### config.mk
export PLATFORM = sky130hd
export DESIGN_NAME = mmgt_cell
export DESIGN_NICKNAME = d
export VERILOG_FILES = /design/src/design/mmgt_pkg.sv /design/src/design/mmgt_cell.sv
export SDC_FILE = /design/constraint.sdc
export NUM_CORES = 1
export LEC_CHECK = 0
export BUFFER_PORTS_ARGS = -buffer_cell sky130_fd_sc_hd__buf_2
export CAP_MARGIN = 20
export CORE_MARGIN = 5
export CORE_UTILIZATION = 25
export CTS_BUF_LIST = sky130_fd_sc_hd__clkbuf_8
export DETAILED_ROUTE_END_ITERATION = 10
export HOLD_SLACK_MARGIN = 0.03
export PLACE_DENSITY_LB_ADDON = 0.25
export SYNTH_ARGS = -nofsm -noshare
export SYNTH_HDL_FRONTEND = slang
export SYNTH_SLANG_ARGS = --single-unit
### constraint.sdc
create_clock -name clk -period 8 [get_ports clk]
set_clock_uncertainty 0.15 [all_clocks]
set_input_delay 1.6 -clock clk [delete_from_list [all_inputs] [get_ports clk]]
set_output_delay 1.6 -clock clk [all_outputs]
set_load 0.01 [all_outputs]
### src/design/mmgt_pkg.sv
// Package for the min/max gap tracker: shared widths and the token that
// travels down the row of compare cells. No dependencies.
package mmgt_pkg;

    localparam int VALUE_W = 32;
    localparam int COUNT_W = 7;

    // Token handed from cell to cell: the offered value and the running
    // smallest gap seen so far.
    typedef struct packed {
        logic                      valid;
        logic signed [VALUE_W-1:0] value;
        logic        [VALUE_W-1:0] gap;
    } token_t;

    // Exact magnitude of a - b; fits in 32 bits for any two 32-bit signed values.
    function automatic logic [VALUE_W-1:0] abs_diff(
        input logic signed [VALUE_W-1:0] a,
        input logic signed [VALUE_W-1:0] b
    );
        logic signed [VALUE_W:0] d;
        logic        [VALUE_W:0] m;
        begin
            d = {a[VALUE_W-1], a} - {b[VALUE_W-1], b};
            m = d[VALUE_W] ? (~d + 1'b1) : d;
            abs_diff = m[VALUE_W-1:0];
        end
    endfunction

endpackage

### src/design/mmgt_cell.sv
// One cell of the compare row: holds one stored value, checks the passing
// token against it and hands the token on. Depends on mmgt_pkg.
module mmgt_cell
    import mmgt_pkg::*;
#(
    parameter int INDEX = 0
) (
    input  logic               clk,
    input  logic               rst_n,
    input  logic [COUNT_W-1:0] held_count,
    input  token_t             tok_in,
    output token_t             tok_out
);

    logic signed [VALUE_W-1:0] held_reg;
    logic                      tok_valid_reg;
    logic signed [VALUE_W-1:0] tok_value_reg;
    logic        [VALUE_W-1:0] tok_gap_reg;
    token_t                    tok_next;
    logic                      occupied;
    logic                      is_target;
    logic        [VALUE_W-1:0] gap;

    assign occupied  = 32'(INDEX) < {{(32-COUNT_W){1'b0}}, held_count};
    assign is_target = 32'(INDEX) == {{(32-COUNT_W){1'b0}}, held_count};
    assign gap       = abs_diff(tok_in.value, held_reg);

    always_comb
    begin
        tok_next = tok_in;
        if (tok_in.valid && occupied && (gap < tok_in.gap))
        begin
            tok_next.gap = gap;
        end
    end

    // Capture the value in the first free slot as the token passes.
    always_ff @(posedge clk)
    begin
        if (tok_in.valid && is_target)
        begin
            held_reg <= tok_in.value;
        end
    end

    always_ff @(posedge clk or negedge rst_n)
    begin
        if (!rst_n)
        begin
            tok_valid_reg <= 1'b0;
        end
        else
        begin
            tok_valid_reg <= tok_next.valid;
        end
    end

    always_ff @(posedge clk)
    begin
        tok_value_reg <= tok_next.value;
        tok_gap_reg   <= tok_next.gap;
    end

    assign tok_out = {tok_valid_reg, tok_value_reg, tok_gap_reg};

endmodule

==> flow_summary_export.csv <==
group,metric,value,unit
sta,timing.fmax,144,MHz
synth,yosys-top-cells-area,"dfxtp_1 19%, edfxtp_1 15%, ha_1 12%",
synth,yosys.area.top_type,"dfxtp_1",
synth,syn_avg_cell_area,8.80,sq um
floorplanning,dieArea,29800,sq um
critical_path,crit_chain,"buf_2 -> inv_1 -> ha_1 -> fa_1 -> nand2b_2 -> a21o_1 -> a211o_1 -> nand2_1 -> o311ai_0 -> or4b_4 -> nor4_1 -> a31oi_1 -> xnor2_1 -> ha_1 -> a21o_1 -> a21o_1 -> a21o_1 -> a221o_1 -> a21oi_1 -> o21ai_2 -> inv_1 -> buf_4 -> mux2_2",
critical_path,cp_top_family,"compound AO/OA/AOI/OAI gates",
global_routing,antenna_found_initial,0,
routing,drc_errors,0,
sta,min_period,6.97,ns
synth,yosys.cell_types.count,79,
clock_tree,clkSinkCount,97,
critical_path,crit_slowest_cell,"or4b_4",
place,dpl.hpwl,14.6,mm
routing,top_layer,"met4",
layout,multi_input_area,3940,sq um
clock_tree,ctsResizeCount,0,
worst_hold_path,hp-class,"register to register",
synth,yosysWarningCount,0,
place,gp_congestion,0.863,
routing,dr.first_iter.drc_count,318,
clock_tree,ctsHoldBuffers,0,
synth,netlist_area,6600,sq um
synth,ys_top_cells_by_count,"76 x inv_1, 69 x a21oi_1, 64 x dfxtp_1, 64 x ha_1",
routing,viasPerCell,4.63,
global_routing,grt_pass1_vias,5199,
layout,area_growth,18.8,%
critical_path,arrival,7.09,ns
clock_tree,clockBufferDepth,2,
run,maxCapViolCount,0,
global_routing,groute.usage.overall,11.7,%
power,leakagePower,3.55,nW
synth,async_reset_ff_share,1.03,%
floorplanning,fp.dieH,172,microns
routing,wl,17.9,mm
synth,synth-seq-cells,97,
synth,synth_edf_count,32,
clock_tree,tritoncts,"yes",
global_routing,overflow,0,
layout,n_fill_cell,2780,
outcome,status,"complete, no violations",
routing,ant_nets,0,
power,power_density,165,nW/um^2
sta,tns,0,ns
global_routing,grt_max_degree,33,
floorplanning,io_pins,139,
layout,fin_cells,1218,
sta,worstMarginPinSlew,0.759,ns
routing,post_drt_wl_per_cell,14.7,microns
layout,diodes,0,
clock_tree,clkLatencyLatePin,0.38,ns
routing,m1WireLength,9.10,mm
layout,layout-drive-gt1-share,21.7,%
clock_tree,cts_setup_buffers,0,
layout,final-seq-area,2270,sq um
global_routing,grt_pass1_wl,27.5,mm
floorplanning,die_x,172,microns
synth,synth_top_area_share,19.4,%
routing,wl_met2,7.54,mm
layout,nets,1017,
critical_path,crit_top_cell,"a21o_1",
sta,slew_viol_final,0,
sta,period_share,87.1,%
synth,ys.flop_type,"dfxtp_1",
clock_tree,h-tree-depth,3,
place,portBuffers,138,
critical_path,critPathRequiredTime,8.12,ns
critical_path,crit_fanout,10,
floorplanning,core,26100,sq um
place,dp_cells,1202,
power,ir_drop,86.2,uV
clock_tree,cts_buffers,9,
routing,wl_met3,946,microns
synth,postSynthCellCount,750,
floorplanning,start_util,25.3,%
critical_path,critPathBufInv,4,
clock_tree,cts-root-buf,"clkbuf_8",
critical_path,cp-start-kind,"input port",
synth,ys_seq_area_share,34.3,%
floorplanning,fp-row-count,59,
sta,slew_headroom,48.8,%
sta,rsz0062_at_grt,"no",
synth,syn_nets,889,
critical_path,endpoint_kind,"register",
sta,setup_viol,0,
routing,dr_total_vias,5637,
routing,dr.pass1.iters,5,
critical_path,slowest_delay,0.60,ns
synth,synth_most_common_cell,"inv_1",
sta,hold_violations,0,
clock_tree,clk_pin_slew,0.10,ns
critical_path,path_class,"input port to register",
-- stage by stage --
| stage | hold slack [ns] | worst slack [ns] | power, W | util, % | instance area (sq um) |
|---|---|---|---|---|---|
| after floorplan | 0.447 | 1.02 | 0.000826 | - | 6600 |
| after global placement | 0.543 | 0.709 | 0.000957 | 29.3 | 7640 |
| after CTS | 0.522 | 1.03 | 0.00132 | 30.1 | 7840 |
| after detailed placement | 0.515 | 0.625 | 0.000957 | 29.3 | 7640 |
| after global routing | 0.544 | 0.522 | 0.00139 | 30.1 | 7840 |
| final | 0.515 | 1.03 | 0.00129 | 30.1 | 7840 |
-- worst paths after layout --
check	startpoint	end	slack (ns)	cells past startpoint
hold reg to reg	held_reg[0]	tok_gap_reg[0]	0.51	2
max in group asynchronous	rst_n	tok_valid_reg	6.80	1
hold / removal	held_reg[0]	tok_gap_reg[0]	0.51	2
min in group asynchronous	rst_n	tok_valid_reg	0.82	1
setup / recovery	tok_in[32]	tok_gap_reg[27]	1.03	23
setup reg to reg	held_reg[0]	tok_gap_reg[27]	2.02	21
-- routing by layer --
layer / global-route usage, % / vias up
met5: 0 / -
met4: 3.32 / 0
met3: 2.26 / 18
met2: 17.3 / 133
met1: 17.2 / 2527
li1: - / 2959
-- cells in the final DEF (no fill, tap or decap), types with 6 or more instances in the layout --
master and n:
and2_1 9, dfxtp_1 64, and3_1 7, o211ai_1 13, a21oi_1 69, a21o_1 22, mux2_2 15, a211oi_1 8
or3_1 13, nand2b_1 6, ha_1 64, nor4_1 7, nand3_1 15, xor2_1 11, clkbuf_8 9, nor2b_1 8
nor3_1 14, edfxtp_1 32, o21ai_0 40, nor2_1 48, nand2_1 48, a31oi_1 8, xnor2_1 31, nand4_1 9
buf_2 138, inv_1 80
-- worst min-delay path, cell delays in order, from the launching register on --
cell	delay, ns
edfxtp_1	0.34
ha_1	0.18
o21ai_0	0.10
-- cell families (layout without fill, tap and decap cells) --
| group | after synthesis | after routing | share of synthesized area, % |
|---|---|---|---|
| and+or+nand+nor | 216 | 216 | 17.6 |
| AOI/OAI and AO/OA | 211 | 211 | 21.1 |
| buffers and inverters | 101 | 234 | 5.97 |
| DFF | 97 | 97 | 34.3 |
| adders and majority gates | 65 | 65 | 12.4 |
| xor gates and xnor gates | 42 | 42 | 5.57 |
| muxes | 18 | 18 | 3.01 |
-- power by group --
| part | total (W) | internal [W] | switching (W) |
|---|---|---|---|
| logic | 0.000388 | 0.000163 | 0.000225 |
| clock network | 0.000350 | 0.000172 | 0.000178 |
| registers | 0.000556 | 0.000546 | 0.00000993 |
| total | 0.00129 | 0.000881 | 0.000413 |
-- cell type report --
type / count / area share, %
Tap cell: 335 / 5.34
Clock inverter: 7 / 1.05
Inverter: 76 / 3.64
Multi-Input combinational cell: 552 / 50.3
Sequential cell: 97 / 28.9
Timing Repair Buffer: 142 / 9.19
Clock buffer: 9 / 1.58
Note: power is estimated with default switching activity, not from simulation.
